$ cat src/hw/rtl/yrgb_pkg.sv
// ----------------------------------------------------------------------------
// yrgb_pkg
// Shared types and constants for the YUV 4:2:0 pixel-pair to RGB converter.
// ----------------------------------------------------------------------------
package yrgb_pkg;

  localparam int unsigned PixW  = 8;
  localparam int unsigned TermW = 17;
  localparam int unsigned SumW  = 18;
  localparam int unsigned FracW = 8;

  localparam logic signed [TermW-1:0] COEF_RV = 17'sd358;
  localparam logic signed [TermW-1:0] COEF_GU = 17'sd88;
  localparam logic signed [TermW-1:0] COEF_GV = 17'sd182;
  localparam logic signed [TermW-1:0] COEF_BU = 17'sd453;
  localparam logic [PixW-1:0]         PIX_MAX = 8'd255;

  // chroma products, lumas and change flags after the first stage
  typedef struct packed {
    logic signed [TermW-1:0] r_term;
    logic signed [TermW-1:0] g_term;
    logic signed [TermW-1:0] b_term;
    logic [PixW-1:0]         luma_first;
    logic [PixW-1:0]         luma_second;
    logic                    changed_first;
    logic                    changed_second;
  } chroma_t;

  // unshifted color sums of both pixels
  typedef struct packed {
    logic signed [SumW-1:0] r_first;
    logic signed [SumW-1:0] g_first;
    logic signed [SumW-1:0] b_first;
    logic signed [SumW-1:0] r_second;
    logic signed [SumW-1:0] g_second;
    logic signed [SumW-1:0] b_second;
    logic                   changed_first;
    logic                   changed_second;
  } mix_t;

  // final pixel pair
  typedef struct packed {
    logic [PixW-1:0] red_first;
    logic [PixW-1:0] green_first;
    logic [PixW-1:0] blue_first;
    logic            changed_first;
    logic [PixW-1:0] red_second;
    logic [PixW-1:0] green_second;
    logic [PixW-1:0] blue_second;
    logic            changed_second;
  } pair_t;

endpackage

$ cat src/hw/rtl/yrgb_chroma.sv
// ----------------------------------------------------------------------------
// yrgb_chroma
// Stage 1: chroma offset removal, constant products and change compare.
// ----------------------------------------------------------------------------
module yrgb_chroma (
  input  logic               clk_i,
  input  logic               rst_ni,
  input  logic               valid_i,
  output logic               ready_o,
  input  logic [7:0]         luma_first_i,
  input  logic [7:0]         luma_second_i,
  input  logic [7:0]         chroma_blue_i,
  input  logic [7:0]         chroma_red_i,
  input  logic [7:0]         prev_luma_first_i,
  input  logic [7:0]         prev_luma_second_i,
  input  logic [7:0]         prev_chroma_blue_i,
  input  logic [7:0]         prev_chroma_red_i,
  output logic               valid_o,
  input  logic               ready_i,
  output yrgb_pkg::chroma_t  data_o
);
  import yrgb_pkg::*;

  logic signed [TermW-1:0] u_x;
  logic signed [TermW-1:0] v_x;
  logic                    chroma_same;
  chroma_t                 data_d;
  chroma_t                 data_q;
  logic                    valid_q;

  // x - 128 on an 8-bit offset-binary code is a flip of the msb
  assign u_x = TermW'($signed({~chroma_blue_i[7], chroma_blue_i[6:0]}));
  assign v_x = TermW'($signed({~chroma_red_i[7], chroma_red_i[6:0]}));

  assign chroma_same = (chroma_blue_i == prev_chroma_blue_i) &&
                       (chroma_red_i == prev_chroma_red_i);

  always_comb begin
    data_d.r_term         = v_x * COEF_RV;
    data_d.g_term         = (u_x * COEF_GU) + (v_x * COEF_GV);
    data_d.b_term         = u_x * COEF_BU;
    data_d.luma_first     = luma_first_i;
    data_d.luma_second    = luma_second_i;
    data_d.changed_first  = !(chroma_same && (luma_first_i == prev_luma_first_i));
    data_d.changed_second = !(chroma_same && (luma_second_i == prev_luma_second_i));
  end

  assign ready_o = !valid_q || ready_i;

  always_ff @(posedge clk_i or negedge rst_ni) begin
    if (!rst_ni) begin
      valid_q <= 1'b0;
    end else if (ready_o) begin
      valid_q <= valid_i;
    end
  end

  always_ff @(posedge clk_i) begin
    if (valid_i && ready_o) begin
      data_q <= data_d;
    end
  end

  assign valid_o = valid_q;
  assign data_o  = data_q;

endmodule

$ cat src/hw/rtl/yrgb_mix.sv
// ----------------------------------------------------------------------------
// yrgb_mix
// Stage 2: adds the shared chroma terms to the scaled luma of each pixel (green subtracts its term).
// ----------------------------------------------------------------------------
module yrgb_mix (
  input  logic               clk_i,
  input  logic               rst_ni,
  input  logic               valid_i,
  output logic               ready_o,
  input  yrgb_pkg::chroma_t  data_i,
  output logic               valid_o,
  input  logic               ready_i,
  output yrgb_pkg::mix_t     data_o
);
  import yrgb_pkg::*;

  logic signed [SumW-1:0] y0_s;
  logic signed [SumW-1:0] y1_s;
  logic signed [SumW-1:0] r_t;
  logic signed [SumW-1:0] g_t;
  logic signed [SumW-1:0] b_t;
  mix_t                   data_d;
  mix_t                   data_q;
  logic                   valid_q;

  assign y0_s = $signed({2'b00, data_i.luma_first, 8'h00});
  assign y1_s = $signed({2'b00, data_i.luma_second, 8'h00});
  assign r_t  = SumW'(data_i.r_term);
  assign g_t  = SumW'(data_i.g_term);
  assign b_t  = SumW'(data_i.b_term);

  always_comb begin
    data_d.r_first        = y0_s + r_t;
    data_d.g_first        = y0_s - g_t;
    data_d.b_first        = y0_s + b_t;
    data_d.r_second       = y1_s + r_t;
    data_d.g_second       = y1_s - g_t;
    data_d.b_second       = y1_s + b_t;
    data_d.changed_first  = data_i.changed_first;
    data_d.changed_second = data_i.changed_second;
  end

  assign ready_o = !valid_q || ready_i;

  always_ff @(posedge clk_i or negedge rst_ni) begin
    if (!rst_ni) begin
      valid_q <= 1'b0;
    end else if (ready_o) begin
      valid_q <= valid_i;
    end
  end

  always_ff @(posedge clk_i) begin
    if (valid_i && ready_o) begin
      data_q <= data_d;
    end
  end

  assign valid_o = valid_q;
  assign data_o  = data_q;

endmodule

$ cat src/hw/rtl/yrgb_clamp.sv
// ----------------------------------------------------------------------------
// yrgb_clamp
// Stage 3: floor shift by 8 and clamp to 0..255; holds the output word.
// ----------------------------------------------------------------------------
module yrgb_clamp (
  input  logic             clk_i,
  input  logic             rst_ni,
  input  logic             valid_i,
  output logic             ready_o,
  input  yrgb_pkg::mix_t   data_i,
  output logic             valid_o,
  input  logic             ready_i,
  output yrgb_pkg::pair_t  data_o
);
  import yrgb_pkg::*;

  pair_t data_d;
  pair_t data_q;
  logic  valid_q;

  function automatic logic [PixW-1:0] clamp_pix(input logic signed [SumW-1:0] sum);
    logic signed [SumW-FracW-1:0] q;
    q = sum[SumW-1:FracW];
    if (q[SumW-FracW-1]) begin
      clamp_pix = '0;
    end else if (q[SumW-FracW-2:PixW] != '0) begin
      clamp_pix = PIX_MAX;
    end else begin
      clamp_pix = q[PixW-1:0];
    end
  endfunction

  always_comb begin
    data_d.red_first      = clamp_pix(data_i.r_first);
    data_d.green_first    = clamp_pix(data_i.g_first);
    data_d.blue_first     = clamp_pix(data_i.b_first);
    data_d.changed_first  = data_i.changed_first;
    data_d.red_second     = clamp_pix(data_i.r_second);
    data_d.green_second   = clamp_pix(data_i.g_second);
    data_d.blue_second    = clamp_pix(data_i.b_second);
    data_d.changed_second = data_i.changed_second;
  end

  assign ready_o = !valid_q || ready_i;

  always_ff @(posedge clk_i or negedge rst_ni) begin
    if (!rst_ni) begin
      valid_q <= 1'b0;
    end else if (ready_o) begin
      valid_q <= valid_i;
    end
  end

  always_ff @(posedge clk_i) begin
    if (valid_i && ready_o) begin
      data_q <= data_d;
    end
  end

  assign valid_o = valid_q;
  assign data_o  = data_q;

endmodule

$ cat src/hw/rtl/yuv420_to_rgb_pair_with_change_skip_top.sv
// ----------------------------------------------------------------------------
// yuv420_to_rgb_pair_with_change_skip_top
// Converts a 4:2:0 pixel pair to clamped RGB and flags pixels that differ
// from the previous frame.
//
//   channel | handshake          | word
//   --------+--------------------+----------------------------------------
//   in      | valid_i / stall_o  | luma, chroma and previous-frame samples
//   out     | valid_o / stall_i  | RGB and changed flag of both pixels
//
// One word per cycle while stall_i is low; the word passes three registered
// stages (chroma products, sums, shift and clamp). Reset clears the stage
// valid bits only. Each stage loads whenever it is empty or its successor
// takes its word, so a stall on the output fills bubbles first and reaches
// stall_o only when all three stages hold a word.
// ----------------------------------------------------------------------------
module yuv420_to_rgb_pair_with_change_skip_top (
  input  logic       clk_i,
  input  logic       rst_ni,
  input  logic       valid_i,
  output logic       stall_o,
  input  logic [7:0] luma_first_i,
  input  logic [7:0] luma_second_i,
  input  logic [7:0] chroma_blue_i,
  input  logic [7:0] chroma_red_i,
  input  logic [7:0] prev_luma_first_i,
  input  logic [7:0] prev_luma_second_i,
  input  logic [7:0] prev_chroma_blue_i,
  input  logic [7:0] prev_chroma_red_i,
  output logic       valid_o,
  input  logic       stall_i,
  output logic [7:0] red_first_o,
  output logic [7:0] green_first_o,
  output logic [7:0] blue_first_o,
  output logic       changed_first_o,
  output logic [7:0] red_second_o,
  output logic [7:0] green_second_o,
  output logic [7:0] blue_second_o,
  output logic       changed_second_o
);
  import yrgb_pkg::*;

  logic    s1_ready;
  logic    s1_valid;
  chroma_t s1_data;
  logic    s2_ready;
  logic    s2_valid;
  mix_t    s2_data;
  logic    s3_ready;
  pair_t   s3_data;

  yrgb_chroma u_chroma (
    .clk_i              (clk_i),
    .rst_ni             (rst_ni),
    .valid_i            (valid_i),
    .ready_o            (s1_ready),
    .luma_first_i       (luma_first_i),
    .luma_second_i      (luma_second_i),
    .chroma_blue_i      (chroma_blue_i),
    .chroma_red_i       (chroma_red_i),
    .prev_luma_first_i  (prev_luma_first_i),
    .prev_luma_second_i (prev_luma_second_i),
    .prev_chroma_blue_i (prev_chroma_blue_i),
    .prev_chroma_red_i  (prev_chroma_red_i),
    .valid_o            (s1_valid),
    .ready_i            (s2_ready),
    .data_o             (s1_data)
  );

  yrgb_mix u_mix (
    .clk_i   (clk_i),
    .rst_ni  (rst_ni),
    .valid_i (s1_valid),
    .ready_o (s2_ready),
    .data_i  (s1_data),
    .valid_o (s2_valid),
    .ready_i (s3_ready),
    .data_o  (s2_data)
  );

  yrgb_clamp u_clamp (
    .clk_i   (clk_i),
    .rst_ni  (rst_ni),
    .valid_i (s2_valid),
    .ready_o (s3_ready),
    .data_i  (s2_data),
    .valid_o (valid_o),
    .ready_i (!stall_i),
    .data_o  (s3_data)
  );

  assign stall_o          = !s1_ready;
  assign red_first_o      = s3_data.red_first;
  assign green_first_o    = s3_data.green_first;
  assign blue_first_o     = s3_data.blue_first;
  assign changed_first_o  = s3_data.changed_first;
  assign red_second_o     = s3_data.red_second;
  assign green_second_o   = s3_data.green_second;
  assign blue_second_o    = s3_data.blue_second;
  assign changed_second_o = s3_data.changed_second;

endmodule
$ cat config.mk
export PLATFORM = sky130hd
export DESIGN_NAME = yuv420_to_rgb_pair_with_change_skip_top
export DESIGN_NICKNAME = d
export VERILOG_FILES = /design/src/hw/rtl/yrgb_pkg.sv /design/src/hw/rtl/yrgb_chroma.sv /design/src/hw/rtl/yrgb_mix.sv /design/src/hw/rtl/yrgb_clamp.sv /design/src/hw/rtl/yuv420_to_rgb_pair_with_change_skip_top.sv
export SDC_FILE = /design/constraint.sdc
export NUM_CORES = 1
export LEC_CHECK = 0
export BUFFER_PORTS_ARGS = -buffer_cell sky130_fd_sc_hd__buf_4
export CAP_MARGIN = 10
export CORE_ASPECT_RATIO = 0.7
export CORE_MARGIN = 2
export CORE_UTILIZATION = 59
export CTS_CLUSTER_SIZE = 8
export DETAILED_ROUTE_END_ITERATION = 8
export PLACE_DENSITY = 0.8
export SLEW_MARGIN = 20
export SYNTH_ARGS = -nofsm -noshare
export SYNTH_HDL_FRONTEND = slang
export SYNTH_SLANG_ARGS = --single-unit
$ cat constraint.sdc
create_clock -name clk_i -period 9.83 [get_ports clk_i]
set_input_delay 1.966 -clock clk_i [delete_from_list [all_inputs] [get_ports clk_i]]
set_output_delay 1.966 -clock clk_i [all_outputs]
set_load 0.05 [all_outputs]
Word-level counts from Yosys, hierarchy flattened
Cells that the tools add are included.
{ "word_totals": {"regBits": 231, "out_inout_bits": 52, "inputBits": 68, "elab_cells": 65} }
{ "op_classes": {"reduce_logical": 16, "mul": 4, "n_mux": 6, "bitwise_logic": 2, "n_eq_ne": 4, "addsub": 7} }
{ "ops": {"columns": ["cell", "n"], "rows": [
  ["adder 17 x 17 -> 18 bit", 4],
  ["2-to-1 mux 8 bit", 6],
  ["subtractor 17 x 17 -> 18 bit", 2],
  ["== test 8 bit", 4],
  ["adder 17 bit", 1],
  ["multiplier 8 x 10 -> 17 bit (second input constant)", 1],
  ["multiplier 8 x 8 -> 16 bit (second input constant)", 1],
  ["multiplier 8 x 9 -> 16 bit (second input constant)", 1],
  ["multiplier 8 x 5 -> 13 bit (second input constant)", 1],
  ["logical NOT 1 bit", 7],
  ["logical AND 1 bit", 6],
  ["logical OR 1 bit", 3],
  ["inverter 1 bit", 2]
]} }

Logic depth before layout (Yosys ltp)
{ "logic_depth": {"word_depth": 5, "depth_mapped": 22, "depth_no_buf": 22} }

By module
Synthesis repeated with hierarchy kept, for this count alone.
{ "unflattened": {"hier_cells": 1279, "area_unflattened_um2": 14296.2} }
{ "modules_own_cells": {"columns": ["module", "area_per_inst_um2", "cells_each", "instances", "seq_area_each_um2"], "rows": [
  ["yrgb_chroma", 7284.5, 703, 1, 1976.9],
  ["yrgb_mix", 5013.6, 412, 1, 2607.5],
  ["yrgb_clamp", 1990.7, 162, 1, 1526.5],
  ["yuv420_to_rgb_pair_with_change_skip_top", 7.5, 2, 1, 0.0]
]} }

Least setup slack after synthesis
OpenSTA, ideal clock, no wires.
{ "synth_path": {"path_type": "in2reg", "from": "input port chroma_red_i[4]", "to": "register u_chroma.data_q, in the netlist u_chroma.data_o[51] (data pin)", "required_time_ns": 9.562, "setup_time_ns": 0.268, "path_buffers": 0, "stages": 20, "slack_ns": 3.400, "arrival_time_ns": 6.162, "cell_sequence": "ha_1 > ha_1 > fa_1 > inv_1 > fa_1 > inv_1 > ha_1 > a21o_1 > a21oi_2 > o21ai_0 > a21oi_1 > o21bai_1 > xor2_1 > ha_1 > nor2b_1 > o21ai_0 > nand2b_1 > a21o_1 > a31oi_1 > xnor3_1"} }
{ "synth_lines": {"columns": ["item", "line", "text"], "rows": [
  ["from (decl)", "yuv420_to_rgb_pair_with_change_skip_top.sv:25", "input logic [7:0] chroma_red_i,"],
  ["to (signal assigned)", "yrgb_chroma.sv:60", "data_q <= data_d;"],
  ["to (decl)", "yrgb_chroma.sv:28", "chroma_t data_q;"]
]} }

==> summary.md <==
| Metric | Value |
|---|---|
| Status | completed |
| Share of the synthesized area in the top cell type | 40.0% |
| CTS tree | yes |
| Final setup fails | 0 |
| Final hold violations | 0 |
| CTS Sinks | 167 |
| Reg2reg setup slack | 7420 ps |
| CP arrival | 6770 ps |
| Final min period | 6600 ps |
| Post-CTS Hold Buffers | 0 |
| Max-cap violation count | 0 |
| Drt initial violations | 418 |
| Largest net degree at the start of global routing | 63 |
| Top cells by count, synth | 183 x inv_1, 180 x ha_1, 164 x edfxtp_1 |
| Gr usage total | 22.8% |
| Peak Freq | 152 MHz |
| IO Count | 120 |
| Required time of the critical path | 10010 ps |
| Netlist Area Pre-Place | 12300 sq um |
| Primary FF master, synth | edfxtp_1 |
| Clock Path Buffers | 2 |
| Starting Density | 59.8% |
| Peak supply drop | 0.172 mV |
| Top cell type by total area after synthesis | edfxtp_1 |
| Cell variety after synth | 61 |
| DIE AREA | 22000 sq um |
| Die Ht | 125 microns |
| Pre-Repair DR Iteration Count | 6 |
| Sequential share of the synthesized area | 40.6% |
| Antenna fix cells | 0 |
| Number of port buffers | 119 |
| Final slew viol count | 0 |
| Final Core Density | 68.4% |
| Syn_area_per_cell | 11.0 sq um |
| Crit path capture type | flip-flop |
| Congestion Overflow GR | 0 |
| Post-CTS sizing | 0 |
| Routability congestion estimate | 0.916 |
| Critical path fanouts, max | 10 |
| Final period util | 67.1% |
| Clk_lat worst skew | 430 ps |
| H-tree level count | 4 |
| CTS Buf Count | 17 |
| Synthesis-stage register bit count | 167 |
| Most frequent cell after synthesis | inv_1 |
| Setup TNS | 0 ps |
| Setup crit start kind | input pin |
| Die width | 177 microns |
| Ys Warns | 0 |
| Postcts setup bufs | 0 |
| Layout cell share with drive strength beyond 1 | 14.0% |
| Top cells by area, synth | edfxtp_1 40%, ha_1 18%, fa_1 8.5%, inv_1 5.6%, xnor2_1 5.3% |
| Root Buffer | clkbuf_16 |
| Pleak | 0.00651 uW |
| Antenna violations before repair | 0 |
| Final net count | 1541 |
| Routed Antenna Nets | 0 |
| P&R area growth vs syn | 14.5% |
| DRC violations left | 0 |
| Post-Syn Nets | 1418 |
| Via count | 7981 |
| Clock transition at the registers of the reported paths | 60 ps |
| Async SR Flop Fraction | 1.80% |
| Pwr Density | 280 nW/um^2 |
| Slew headroom | 48.7% |
| Clock Skews | 5.85 ps |
| Post-detailed-placement half-perimeter wirelength | 19100 microns |
| Hold Path Class | flip-flop to flip-flop |
| Vias in the first global route | 7881 |
| WS Path Type | input pin to flip-flop |
| Syn Inst Count | 1118 |
| Drt wl/cell | 15.7 microns |
| Worst-Margin Slew | 769 ps |
| Unrepaired setup endpoints after global routing | no |
| Core area | 20600 sq um |
| Routed Wire Length | 24000 microns |
| First-pass GRT wire length | 38800 microns |
| Site row count | 44 |
| Vias/cell | 5.22 |
| Post-synth EDFFs | 164 |
[cells by family after synthesis]
| family | after synthesis | share of synthesized area, % |
|---|---|---|
| flip-flops | 167 | 40.6 |
| multiplexers | 3 | 0.356 |
| AO/OA/AOI/OAI | 170 | 8.92 |
| adder cells (fa/ha/maj) | 232 | 26.8 |
| buffers and inverters | 203 | 6.28 |
| AND/OR/NAND/NOR | 219 | 8.05 |
| XOR/XNOR | 124 | 9.00 |
[routing by layer]
layer | global-route usage (%) | share of wire [%] | vias to the layer above | wire, microns
met5 | 0 | 0 | - | 0
met4 | 6.76 | 2.0 | 0 | 471
met3 | 3.82 | 4.8 | 33 | 1140
met2 | 35.8 | 44 | 210 | 10600
met1 | 32.7 | 49 | 3717 | 11800
li1 | - | - | 4021 | -
[sequential cells by signal, indices dropped and copies added, names as in the netlist]
register          flops
u_mix.valid_o         1
u_chroma.valid_o      1
u_clamp.data_o       50
u_chroma.data_o      52
u_clamp.valid_o       1
u_mix.data_o         62
[where the power goes]
part / switching, uW / internal [uW]
Combinational: 1190 / 831
Sequential: 119 / 1170
Clock: 266 / 373
Total: 1580 / 2370
[critical path, cell delays in order]
cell and delay, ps:
buf_4 180, ha_1 320, ha_1 300, fa_1 560, inv_1 70, fa_1 540
inv_1 40, ha_1 340, a21o_1 190, a21oi_2 180, o21ai_0 160, a21oi_1 300
o21bai_1 110, xor2_1 160, ha_1 350, nor2b_1 140, o21ai_0 150, nand2b_1 110
a21o_1 190, a31oi_1 180, xnor3_1 250
[placed cells by master, fill, tap and decap left out, types with 12 or more instances in the layout]
| master | netlist | routed |
|---|---|---|
| o21a_1 | 12 | 12 |
| nor2_1 | 132 | 132 |
| edfxtp_1 | 164 | 164 |
| nand2_1 | 19 | 19 |
| a21oi_1 | 59 | 59 |
| buf_4 | 0 | 122 |
| fa_1 | 52 | 52 |
| o21ai_0 | 25 | 25 |
| ha_1 | 180 | 180 |
| xnor2_1 | 74 | 74 |
| o21bai_1 | 13 | 13 |
| a21o_1 | 28 | 28 |
| clkbuf_16 | 0 | 17 |
| xor2_1 | 48 | 48 |
| inv_1 | 183 | 183 |
[area by class of cell]
class                           instances  area [sq um]
Clock buffer                           17           425
Clock inverter                         15           151
Fill cell                            1540          6500
Inverter                              185           694
Multi-Input combinational cell        748          6550
Sequential cell                       167          5000
Tap cell                              276           345
Timing Repair Buffer                  122           916
[path summary, 6_finish.rpt]
check                                                 to                     startpoint  cells past startpoint
max in group asynchronous      u_mix.valid_o$_DFFE_PN0P_                         rst_ni                      1
min reg2reg                    u_mix.data_o[0]$_DFFE_PP_   u_chroma.data_o[0]$_DFFE_PP_                      0
min                            u_mix.data_o[0]$_DFFE_PP_   u_chroma.data_o[0]$_DFFE_PP_                      0
max                        u_chroma.data_o[51]$_DFFE_PP_                chroma_red_i[5]                     21
min in group asynchronous    u_clamp.valid_o$_DFFE_PN0P_                         rst_ni                      1
max reg2reg                   u_mix.data_o[90]$_DFFE_PP_  u_chroma.data_o[11]$_DFFE_PP_                      8
[through the flow]
stage / cells / setup slack, ps / total power, uW / hold WS [ps] / area [sq um]
floorplan: 1118 / 3400 / 2780 / 400 / 12300
global placement: 1498 / 3000 / 3220 / 403 / 13500
detailed placement: 1498 / 2810 / 3280 / 405 / 13500
CTS: 1530 / 3280 / 3940 / 413 / 14100
global route: 1530 / 3030 / 4230 / 439 / 14100
finish: 1530 / 3230 / 3950 / 414 / 14100
Power figures use the tool's default switching activity.
